`src/hdl/cmic_pkg.sv`:
```
// Shared types, widths and register codes of the color matrix convert unit.
package cmic_pkg;

  localparam int COEF_BITS = 21;
  localparam int NUM_COMP = 3;
  localparam int SAMPLE_W = 16;
  localparam int OFF_W = 17;
  localparam int VAL_W = SAMPLE_W + 2;
  localparam int PROD_W = VAL_W + COEF_BITS;
  localparam int SUM_W = PROD_W + 3;
  localparam int FRAC_W = 5;
  localparam int DIR_W = 2;
  localparam int CFG_IDX_W = 3;
  localparam int CFG_DATA_W = 63;
  localparam int ROW_W = NUM_COMP * COEF_BITS;

  localparam logic [FRAC_W-1:0] MAX_FRAC = 5'd20;
  localparam logic [FRAC_W-1:0] MIN_SAMPLE_BITS = 5'd8;
  localparam logic [FRAC_W-1:0] MAX_SAMPLE_BITS = 5'd16;
  localparam logic [FRAC_W-1:0] RESET_SAMPLE_BITS = 5'd8;
  localparam logic [FRAC_W-1:0] RESET_FRAC_BITS = 5'd14;

  // Direction codes; the unused code behaves as luma only.
  localparam logic [DIR_W-1:0] DIR_RGB_TO_YUV = 2'd0;
  localparam logic [DIR_W-1:0] DIR_YUV_TO_RGB = 2'd1;
  localparam logic [DIR_W-1:0] DIR_RGB_TO_Y = 2'd2;
  localparam logic [DIR_W-1:0] DIR_UNUSED = 2'd3;

  // Register indexes.
  localparam logic [CFG_IDX_W-1:0] REG_SAMPLE_BITS = 3'd0;
  localparam logic [CFG_IDX_W-1:0] REG_FRAC_BITS = 3'd1;
  localparam logic [CFG_IDX_W-1:0] REG_DIRECTION = 3'd2;
  localparam logic [CFG_IDX_W-1:0] REG_COEF_ROW_0 = 3'd3;
  localparam logic [CFG_IDX_W-1:0] REG_COEF_ROW_1 = 3'd4;
  localparam logic [CFG_IDX_W-1:0] REG_COEF_ROW_2 = 3'd5;
  localparam logic [CFG_IDX_W-1:0] REG_LUMA_OFFSET = 3'd6;
  localparam logic [CFG_IDX_W-1:0] REG_RGB_OFFSET = 3'd7;

  // Decoded configuration seen by every datapath stage.
  typedef struct packed {
    logic [FRAC_W-1:0]                         frac;
    logic                                      reverse;
    logic                                      luma_only;
    logic [SAMPLE_W-1:0]                       limit;
    logic [OFF_W-1:0]                          center;
    logic [NUM_COMP-1:0][NUM_COMP-1:0][COEF_BITS-1:0] weight;
    logic signed [OFF_W-1:0]                   luma_off;
    logic signed [OFF_W-1:0]                   rgb_off;
  } cfg_t;

endpackage

```
`src/hdl/cmic_adjust.sv`:
```
// Input register stage: applies the per-sample offsets ahead of the products.
module cmic_adjust import cmic_pkg::*; (
  input  logic                    clk_i,
  input  logic                    rst_ni,
  input  cfg_t                    cfg_i,
  input  logic                    valid_i,
  output logic                    ready_o,
  input  logic [SAMPLE_W-1:0]     sample_i [NUM_COMP],
  output logic                    valid_o,
  input  logic                    ready_i,
  output logic signed [VAL_W-1:0] val_o [NUM_COMP]
);

  logic                    vld_q;
  logic signed [VAL_W-1:0] val_d [NUM_COMP];
  logic signed [VAL_W-1:0] val_q [NUM_COMP];

  assign ready_o = !vld_q || ready_i;

  always_comb begin
    for (int k = 0; k < NUM_COMP; k++) begin
      val_d[k] = $signed({2'b00, sample_i[k]});
      if (cfg_i.reverse) begin
        if (k == 0) begin
          val_d[k] = val_d[k] + VAL_W'(cfg_i.luma_off);
        end else begin
          val_d[k] = val_d[k] - $signed({1'b0, cfg_i.center});
        end
      end else begin
        val_d[k] = val_d[k] + VAL_W'(cfg_i.rgb_off);
      end
    end
  end

  always_ff @(posedge clk_i or negedge rst_ni) begin
    if (!rst_ni) begin
      vld_q <= 1'b0;
    end else if (ready_o) begin
      vld_q <= valid_i;
    end
  end

  always_ff @(posedge clk_i) begin
    if (valid_i && ready_o) begin
      val_q <= val_d;
    end
  end

  assign valid_o = vld_q;
  assign val_o = val_q;

endmodule

```
`config.mk`:
```
export PLATFORM = sky130hd
export DESIGN_NAME = cmic_adjust
export DESIGN_NICKNAME = d
export VERILOG_FILES = /design/src/hdl/cmic_pkg.sv /design/src/hdl/cmic_adjust.sv
export SDC_FILE = /design/constraint.sdc
export NUM_CORES = 1
export LEC_CHECK = 0
export ABC_AREA = 1
export BUFFER_PORTS_ARGS = -buffer_cell sky130_fd_sc_hd__buf_2
export CAP_MARGIN = 10
export CELL_PAD_IN_SITES_DETAIL_PLACEMENT = 0
export CELL_PAD_IN_SITES_GLOBAL_PLACEMENT = 1
export CORE_MARGIN = 2
export CORE_UTILIZATION = 31
export CTS_CLUSTER_DIAMETER = 200
export DETAILED_ROUTE_END_ITERATION = 8
export GPL_TIMING_DRIVEN = 1
export PLACE_DENSITY_LB_ADDON = 0.1
export SYNTH_ARGS = -nofsm -noshare
export SYNTH_HDL_FRONTEND = slang
export SYNTH_SLANG_ARGS = --single-unit
```
`constraint.sdc`:
```
create_clock -name clk_i -period 3.8 [get_ports clk_i]
set_input_delay 0 -clock clk_i [delete_from_list [all_inputs] [get_ports clk_i]]
set_output_delay 0 -clock clk_i [all_outputs]
set_load 0.01 [all_outputs]
```
==> results by group <==
Run status
  • Outcome: complete, no violations

Placement
  • Hpwl dp: 22500 µm
  • GPL Wtd Cong: 0.839
  • Placed Area: 0.00848 mm²
  • Port bufs: 159
  • Dpl ws: 1250 ps
  • DP Cell Count: 1663

Global route
  • First-pass GRT wire length: 39400 µm
  • Vias in the first global route: 7576
  • Maximum number of pins on one net before global-route repair: 59
  • GRT overflow: 0
  • Initial antenna violation count: 1
  • Total GRT Usage: 21.4%

Pwr
  • Max VDD drop: 0.158 mV
  • LEAKAGE: 0.00501 µW
  • Combinational Power Share: 47.2%
  • NetSw: 1030 µW
  • Clock power frac: 20.8%
  • Cell Int Power: 1400 µW
  • Power Density: 281 mW/mm²
  • Sw Share: 42.3%
  • Sequential power share: 32.0%

Hold path
  • Hold WC Path Type: input pin to flip-flop

Detailed routing
  • Wire per inst: 16.1 µm
  • DRC Markers: 0
  • 1st-pass router iterations: 4
  • Final ANT Viol Nets: 0
  • Via Count: 7749
  • WL final: 26900 µm
  • Vias per cell: 4.63
  • DRT iter0 DRCs: 313

Floorplan
  • Die width: 157 µm
  • I/O Pins: 371
  • Core area: 0.0233 mm²
  • Cell Rows: 56
  • Initial Util: 31.4%
  • Die height: 157 µm
  • Die area: 0.0248 mm²

Setup path
  • Critical Path RT: 3860 ps
  • Critical Path Fanout Max: 58
  • CP endpoint kind: flip-flop
  • WS Path Type: input pin to flip-flop
  • Worst Setup Start Kind: input pin
  • CP arrival: 2280 ps

Logic synthesis
  • Ys flop type: edfxtp_1
  • Syn Area/Cell: 6.12 µm²
  • Post-synth ARST share: 1.82%
  • Seq/Total Area, Yosys: 22.5%
  • Synth cell types: 34
  • Synth Register Bits: 55
  • Largest cells by area after synthesis: nand2_1 (24%), edfxtp_1 (22%), ha_1 (14%)
  • Post-synth top area cell: nand2_1
  • Post-synth top area share: 24.4%
  • Synth Cell Area: 0.00730 mm²
  • EDFF count, synth: 54
  • Gate Count Post-Synth: 1193
  • Ys Warns: 0
  • Syn_nets: 1593

STA
  • Slew @ Worst Pin: 764 ps
  • Relative max-transition margin: 49.1%
  • Crit path setup slack, layout: 1580 ps
  • Final Hold Vio Count: 0
  • FMAX: 450 MHz
  • Setup TNS: 0 ps
  • Clock skew: 9.52 ps
  • Period utilisation layout: 58.5%
  • RSZ-0062 raised after global routing: false
  • Final min period: 2220 ps
  • Final Max Tran Viols: 0
  • Setup violators final: 0

Clocking
  • CTS Hold Buffers Added: 3
  • Post-CTS Setup Repair Bufs: 0
  • Max H-tree Level: 2
  • CTS tree: done
  • Root Buffer: clkbuf_16
  • Post-CTS sizing: 0
  • CTS Buf Count: 5
  • Worst-Skew Late Latency: 310 ps
  • Clock slew at reported path FFs: 80 ps
  • Clk sinks: 55
  • Worst-case clock buffer depth: 2

Cells and area
  • Fraction of layout instances using a drive strength above 1: 15.8%
  • Final net count: 1754
  • Diode count: 0
  • Final Cell Area: 0.00866 mm²
  • Post-route insts no fill: 1674
  • Layout area overhead: 18.6%

Flow run
  • Max-cap violation count: 0
[worst paths after layout]
kind	from	cells after the start	slack (ps)	to
setup / recovery	cfg_i[257]	12	1580	val_o[46]$_DFFE_PP_
hold / removal	valid_i	3	8	valid_o$_DFFE_PN0N_
setup reg to reg	valid_o$_DFFE_PN0N_	2	2220	val_o[34]$_DFFE_PP_
hold reg to reg	valid_o$_DFFE_PN0N_	2	580	valid_o$_DFFE_PN0N_
max in group asynchronous	rst_ni	3	3190	valid_o$_DFFE_PN0N_
min in group asynchronous	rst_ni	3	510	valid_o$_DFFE_PN0N_
[routing by layer]
metal	track usage (%)	wire length (µm)
met5	0	13
met4	7.32	795
met1	26.3	12300
met3	2.23	967
met2	38.7	12800
[per-stage QoR]
| stage | hold slack, ps | total power (µW) | utilization [%] |
|---|---|---|---|
| after floorplan | -296 | 1540 | - |
| after global placement | -223 | 1940 | 36.4 |
| final | 8.46 | 2430 | 37.2 |
| after detailed placement | -222 | 1940 | 36.4 |
| after global routing | 14.0 | 2620 | 37.2 |
| after CTS | 11.7 | 2460 | 37.2 |
[cells by family (layout without fill, tap and decap cells)]
group	after synthesis	in the layout	synth area share (%)
compound gates	114	114	8.22
xor+xnor	17	17	2.04
fa+ha+maj	85	85	15.1
buf+inv	226	388	11.8
flops	55	55	22.5
simple gates	696	696	40.3
[critical path, stage by stage]
cell     delay (ps)
buf_2            90
buf_4           580
nand2_1         100
nand2_1         100
ha_1            170
inv_1            60
fa_1            440
o21ai_2         240
a21o_1          220
nand2_1          90
nand3_1          70
nand2_1         100
[sequential cells by signal (all words and copies together) (netlist names)]
name	cells
val_o	54
valid_o	1
[power groups by stage]
stage,Combinational [µW],Clock (µW),Sequential [µW]
CTS,1160,530,779
global placement,1150,0,792
global route,1300,540,784
finish,1150,505,777
floorplan,719,0,823
detailed placement,1150,0,792
[synthesized netlist by cell type, types with 4 or more instances]
cell type,count
nand2_1,474
inv_1,209
nand3_1,91
ha_1,80
a21oi_1,71
nor2_1,55
edfxtp_1,54
o21ai_0,30
nand2_2,20
xor2_1,15
nor3_1,12
buf_2,10
nand3b_1,9
a21o_1,6
and2_1,6
inv_2,6
nor2_2,6
fa_1,5
nand3_2,5
nand4_1,5
or2_1,5
nor4_1,4
[cells in the final DEF, fill, tap and decap left out, types with 2 or more instances in the layout]
cell type        n
a21o_1           6
dlygate4sd3_1    3
fa_1             5
nor3_1          12
nor2_1          55
edfxtp_1        54
clkbuf_16        5
inv_1          209
nor2_2           6
a21oi_1         70
nor4_1           4
buf_4            3
nor3_2           2
ha_1            80
or2_1            5
nand3_1         91
buf_2          159
nand3b_1         9
xnor2_1          2
nand3_2          5
inv_2            6
clkinv_4         2
o21ai_0         30
and2_1           6
nand2_1        474
o22ai_1          2
xor2_1          15
nand2_2         20
nand4_1          5
[final cells by class]
cell class / instances / area (µm²)
clock buffers: 5 / 125
repair buffers: 165 / 848
inverters: 215 / 807
well taps: 319 / 399
clock inverters: 3 / 25.0
fillers: 2665 / 14600
multi-input cells: 912 / 4810
flip-flops and latches: 55 / 1650
Power figures use the tool's default switching activity.
