File: src/hdl/cmic_pkg.sv
// Shared types, widths and register codes of the color matrix convert unit.
package cmic_pkg;

  localparam int COEF_BITS = 21;
  localparam int NUM_COMP = 3;
  localparam int SAMPLE_W = 16;
  localparam int OFF_W = 17;
  localparam int VAL_W = SAMPLE_W + 2;
  localparam int PROD_W = VAL_W + COEF_BITS;
  localparam int SUM_W = PROD_W + 3;
  localparam int FRAC_W = 5;
  localparam int DIR_W = 2;
  localparam int CFG_IDX_W = 3;
  localparam int CFG_DATA_W = 63;
  localparam int ROW_W = NUM_COMP * COEF_BITS;

  localparam logic [FRAC_W-1:0] MAX_FRAC = 5'd20;
  localparam logic [FRAC_W-1:0] MIN_SAMPLE_BITS = 5'd8;
  localparam logic [FRAC_W-1:0] MAX_SAMPLE_BITS = 5'd16;
  localparam logic [FRAC_W-1:0] RESET_SAMPLE_BITS = 5'd8;
  localparam logic [FRAC_W-1:0] RESET_FRAC_BITS = 5'd14;

  // Direction codes; the unused code behaves as luma only.
  localparam logic [DIR_W-1:0] DIR_RGB_TO_YUV = 2'd0;
  localparam logic [DIR_W-1:0] DIR_YUV_TO_RGB = 2'd1;
  localparam logic [DIR_W-1:0] DIR_RGB_TO_Y = 2'd2;
  localparam logic [DIR_W-1:0] DIR_UNUSED = 2'd3;

  // Register indexes.
  localparam logic [CFG_IDX_W-1:0] REG_SAMPLE_BITS = 3'd0;
  localparam logic [CFG_IDX_W-1:0] REG_FRAC_BITS = 3'd1;
  localparam logic [CFG_IDX_W-1:0] REG_DIRECTION = 3'd2;
  localparam logic [CFG_IDX_W-1:0] REG_COEF_ROW_0 = 3'd3;
  localparam logic [CFG_IDX_W-1:0] REG_COEF_ROW_1 = 3'd4;
  localparam logic [CFG_IDX_W-1:0] REG_COEF_ROW_2 = 3'd5;
  localparam logic [CFG_IDX_W-1:0] REG_LUMA_OFFSET = 3'd6;
  localparam logic [CFG_IDX_W-1:0] REG_RGB_OFFSET = 3'd7;

  // Decoded configuration seen by every datapath stage.
  typedef struct packed {
    logic [FRAC_W-1:0]                         frac;
    logic                                      reverse;
    logic                                      luma_only;
    logic [SAMPLE_W-1:0]                       limit;
    logic [OFF_W-1:0]                          center;
    logic [NUM_COMP-1:0][NUM_COMP-1:0][COEF_BITS-1:0] weight;
    logic signed [OFF_W-1:0]                   luma_off;
    logic signed [OFF_W-1:0]                   rgb_off;
  } cfg_t;

endpackage

File: src/hdl/cmic_sum.sv
// Result stage: row sums with rounding and offset, clamp, shift, output register.
module cmic_sum import cmic_pkg::*; (
  input  logic                     clk_i,
  input  logic                     rst_ni,
  input  cfg_t                     cfg_i,
  input  logic                     valid_i,
  output logic                     ready_o,
  input  logic signed [PROD_W-1:0] prod_i [NUM_COMP][NUM_COMP],
  output logic                     valid_o,
  input  logic                     ready_i,
  output logic [SAMPLE_W-1:0]      result_o [NUM_COMP]
);

  logic                    vld_q;
  logic [MAX_FRAC-1:0]     rounding;
  logic signed [SUM_W-1:0] top;
  logic signed [OFF_W-1:0] offs [NUM_COMP];
  logic signed [SUM_W-1:0] sum [NUM_COMP];
  logic signed [SUM_W-1:0] clamped [NUM_COMP];
  logic [SAMPLE_W-1:0]     res_d [NUM_COMP];
  logic [SAMPLE_W-1:0]     res_q [NUM_COMP];

  assign ready_o = !vld_q || ready_i;

  always_comb begin
    rounding = '0;
    if (cfg_i.frac != '0) begin
      rounding = MAX_FRAC'(1) << (cfg_i.frac - FRAC_W'(1));
    end
    top = $signed(SUM_W'(cfg_i.limit) << cfg_i.frac);
    for (int k = 0; k < NUM_COMP; k++) begin
      if (cfg_i.reverse) begin
        offs[k] = cfg_i.rgb_off;
      end else if (k == 0) begin
        offs[k] = cfg_i.luma_off;
      end else begin
        offs[k] = $signed(cfg_i.center);
      end
      sum[k] = SUM_W'(prod_i[k][0]) + SUM_W'(prod_i[k][1]) + SUM_W'(prod_i[k][2])
             + $signed(SUM_W'(rounding)) + (SUM_W'(offs[k]) <<< cfg_i.frac);
      if (sum[k] < 0) begin
        clamped[k] = '0;
      end else if (sum[k] > top) begin
        clamped[k] = top;
      end else begin
        clamped[k] = sum[k];
      end
      res_d[k] = SAMPLE_W'(clamped[k] >> cfg_i.frac);
      // Luma only: chroma results are forced to zero.
      if (cfg_i.luma_only && k != 0) begin
        res_d[k] = '0;
      end
    end
  end

  always_ff @(posedge clk_i or negedge rst_ni) begin
    if (!rst_ni) begin
      vld_q <= 1'b0;
    end else if (ready_o) begin
      vld_q <= valid_i;
    end
  end

  always_ff @(posedge clk_i) begin
    if (valid_i && ready_o) begin
      res_q <= res_d;
    end
  end

  assign valid_o = vld_q;
  assign result_o = res_q;

endmodule

File: config.mk
export PLATFORM = sky130hd
export DESIGN_NAME = cmic_sum
export DESIGN_NICKNAME = d
export VERILOG_FILES = /design/src/hdl/cmic_pkg.sv /design/src/hdl/cmic_sum.sv
export SDC_FILE = /design/constraint.sdc
export NUM_CORES = 2
export LEC_CHECK = 0
export ABC_AREA = 1
export BUFFER_PORTS_ARGS = -buffer_cell sky130_fd_sc_hd__buf_4
export CAP_MARGIN = 40
export CORE_UTILIZATION = 35
export DETAILED_ROUTE_END_ITERATION = 10
export HOLD_SLACK_MARGIN = 0.12
export PLACE_DENSITY = 0.67
export RECOVER_POWER = 100
export SETUP_SLACK_MARGIN = 0.5
export SYNTH_ARGS = -nofsm -noshare
export SYNTH_HDL_FRONTEND = slang
export SYNTH_SLANG_ARGS = --single-unit
File: constraint.sdc
create_clock -name clk_i -period 4.6 [get_ports clk_i]
set_clock_uncertainty 0.2 [all_clocks]
set_input_delay 0.69 -clock clk_i [delete_from_list [all_inputs] [get_ports clk_i]]
set_output_delay 0.69 -clock clk_i [all_outputs]
set_load 0.005 [all_outputs]
==> flow_summary_export.csv <==
group,metric,value,unit
power_and_ir_drop,p_leak,27.2,nW
critical_path,cp.required,4430,ps
detailed_routing,drt_pass1_iterations,7,
global_routing,grt_max_degree,82,
floorplanning,fp.coreArea,0.0949,mm²
finish,final_util,55.5,%
yosys,syn_area,0.0335,mm²
detailed_routing,totalWireLength,199,mm
timing,fmax,131,MHz
floorplanning,die-width,311,µm
timing,drv_slew,0,
power_and_ir_drop,p_sw,22.9,mW
cts,cts_tree,"built",
floorplanning,ios,668,
cts,cts.path.max_buffers,2,
timing,layout_setup_ws,-3040,ps
timing,slew_headroom,1.12,%
yosys,synth.net_count,6853,
yosys,synth-main-ff-cell,"edfxtp_1",
power_and_ir_drop,power_frac_clock,1.0,%
yosys,synthCells,5620,
cts,numCtsBuffers,5,
cts,cts.sinks,49,
cts,clock_latency,300,ps
cts,cts_htree_levels,2,
power_and_ir_drop,seqPwrFrac,1.6,%
yosys,seq_area_frac_synth,4.38,%
worst_hold_path,min_path_type,"reg -> reg",
yosys,ys_async_sr_fraction,2.04,%
critical_path,max_stage_delay,460,ps
timing,grt_setup_unrepaired,"true",
critical_path,crit_path_top_delay_cell,"fa_1",
global_routing,grt_pass1_vias,43978,
power_and_ir_drop,p_int,16.6,mW
global_routing,overflow,0,
floorplanning,die-area,0.0969,mm²
floorplanning,fp.dieH,311,µm
power_and_ir_drop,power_density,752,mW/mm²
floorplanning,row_count,113,
floorplanning,initial_utilization,35.3,%
timing,finalHoldViolations,0,
power_and_ir_drop,power,39.6,mW
status,violations,"capacitance limit, setup timing",
global_routing,antenna_found_initial,8,
detailed_routing,antenna_left,0,
status,outcome,"complete, but fails checks",
timing,worstMarginPinSlew,1480,ps
detailed_routing,vias_per_cell,5.40,
power_and_ir_drop,ir_worst_vdd,0.548,mV
yosys,yosysWarnings,0,
yosys,synth_edf_count,48,
finish,final_nets,8407,
detailed_routing,route.detailed.drc,0,
critical_path,arrival,7480,ps
critical_path,crit_path_frequent_cell,"nand2_1",
finish,syn2layout_area_growth,57.2,%
critical_path,startpoint_type,"input pin",
power_and_ir_drop,comb_power_share,97.4,%
timing,period_minus_slack,7640,ps
detailed_routing,drtIter0Drc,5405,
finish,drive_gt1_share,37.9,%
global_routing,grt_use_total,39.7,%
place,gp_congestion,1.08,
cts,cts-root-buf,"clkbuf_16",
power_and_ir_drop,sw_frac_of_total,58.0,%
timing,finalSetupViolCount,48,
global_routing,grt_pass1_wl,285,mm
yosys,synth-seq-cells,49,
cts,clk_pin_slew_worst_paths,70,ps
place,dp_hpwl,172,mm
place,portBuffers,478,
flow_run,max_cap_violations,1,
critical_path,criticalPathCategory,"in -> reg",
detailed_routing,wl_per_cell,23.6,µm
critical_path,crit_path_end_kind,"register",
critical_path,r2r_slack,700,ps
yosys,ys_types,49,
critical_path,crit_fanout,30,
detailed_routing,vias,45619,
timing,fin_crit_sh,166,%
yosys,avgSynthCellArea,5.96,µm²
## power by group through the flow
stage	combinational, mW	clock (mW)	sequential (mW)
finish	38.6	0.379	0.639
detailed placement	33.5	0	0.650
floorplan	17.6	0	0.650
global placement	33.4	0	0.648
CTS	35.1	0.377	0.640
global route	41.2	0.397	0.644
## critical path, delay by kind of cell
family                     cells  cell delay [ps]
AOI/OAI and AO/OA              4              470
adders and majority gates      4             1250
buffers and inverters         11             1420
muxes                          1              260
and+or+nand+nor               31             3370
## cell usage after synthesis (55+ instances only)
cell type,n,share of area [%]
a21oi_1,229,3.4
nand2_1,1729,19
o21ai_0,218,3.3
fa_1,297,18
ha_1,318,12
clkbuf_1,77,0.86
inv_1,756,8.5
xor2_1,55,1.4
nand3_1,1021,15
nand4_1,60,1.1
buf_2,63,0.94
nor2_1,407,4.6
## path summary, 6_finish.rpt
kind / startpoint / end / cells past startpoint
max: cfg_i[257] / result_o[14]$_SDFFCE_PP0P_ / 51
min: valid_o$_DFFE_PN0N_ / valid_o$_DFFE_PN0N_ / 2
max reg2reg: valid_o$_DFFE_PN0N_ / result_o[21]$_SDFFCE_PP0P_ / 3
min reg2reg: valid_o$_DFFE_PN0N_ / valid_o$_DFFE_PN0N_ / 2
max in group asynchronous: rst_ni / valid_o$_DFFE_PN0N_ / 2
min in group asynchronous: rst_ni / valid_o$_DFFE_PN0N_ / 2
## timing repair
action,in CTS,in global routing
hold buffers,1,0
setup buffers,15,26
pin swaps,41,135
endpoints found under the setup margin,48,48
gates cloned,2,4
resized for setup,387,557
endpoints found under the hold margin,1,0
## per-stage QoR
stage | hold WS (ps) | worst slack [ps] | TNS [ps] | instance area [µm²] | cells
after floorplan | 194 | -1990 | -91740 | 34900 | 5620
after global placement | 266 | -3970 | -181180 | 48400 | 8382
after detailed placement | 266 | -4000 | -181640 | 48400 | 8384
after CTS | 410 | -2890 | -134350 | 50100 | 8410
after global routing | 386 | -3270 | -153670 | 52600 | 8440
final | 340 | -3040 | -139160 | 52600 | 8443
## layer usage
| metal | routed length (µm) | GRT usage [%] | vias up |
|---|---|---|---|
| met5 | 196 | 0.889 | - |
| met1 | 80500 | 51.2 | 21419 |
| li1 | - | - | 21291 |
| met4 | 12000 | 18.3 | 14 |
| met2 | 85400 | 61.7 | 2408 |
| met3 | 20800 | 9.97 | 487 |
## cell families (layout without fill, tap and decap cells)
family | Yosys count | in the layout | synth area share [%]
XOR/XNOR | 69 | 69 | 1.81
other | 0 | 3 | 0
multiplexers | 17 | 17 | 0.508
buffers and inverters | 998 | 2552 | 12.2
AND/OR/NAND/NOR | 3300 | 3301 | 42.1
flip-flops | 49 | 49 | 4.38
adder cells (fa/ha/maj) | 615 | 615 | 29.6
AO/OA/AOI/OAI | 572 | 572 | 9.37
## final cells by class
type / instances / area [µm²]
fillers: 9479 / 42300
multi-input cells: 4574 / 32600
repair buffers: 1769 / 13900
inverters: 775 / 2950
well taps: 1265 / 1580
flip-flops and latches: 49 / 1470
clock buffers: 5 / 125
clock inverters: 3 / 17.5
diodes: 3 / 7.51
## cells in the final DEF, fill, tap and decap left out, types with 41 or more instances in the layout
master    Yosys  final
nor2_1      407    285
nand3_2      11    193
nand2_2       5    194
a21oi_1     229    148
ha_1        318    223
a21oi_2      16     89
nand3_1    1021    819
fa_1        297    274
nand4_1      60     60
nand2_1    1729   1513
clkbuf_4      0     48
o21ai_0     218    101
o21ai_1      18     86
edfxtp_1     48     48
nor2_2        7     88
xor2_1       55     49
buf_4        17   1649
ha_4          0     89
inv_1       756    729
nor2_4        0     41
## registers in the layout (all words and copies together), names as in the netlist
signal    count
valid_o       1
result_o     48
(Power assumes the default switching activity.)
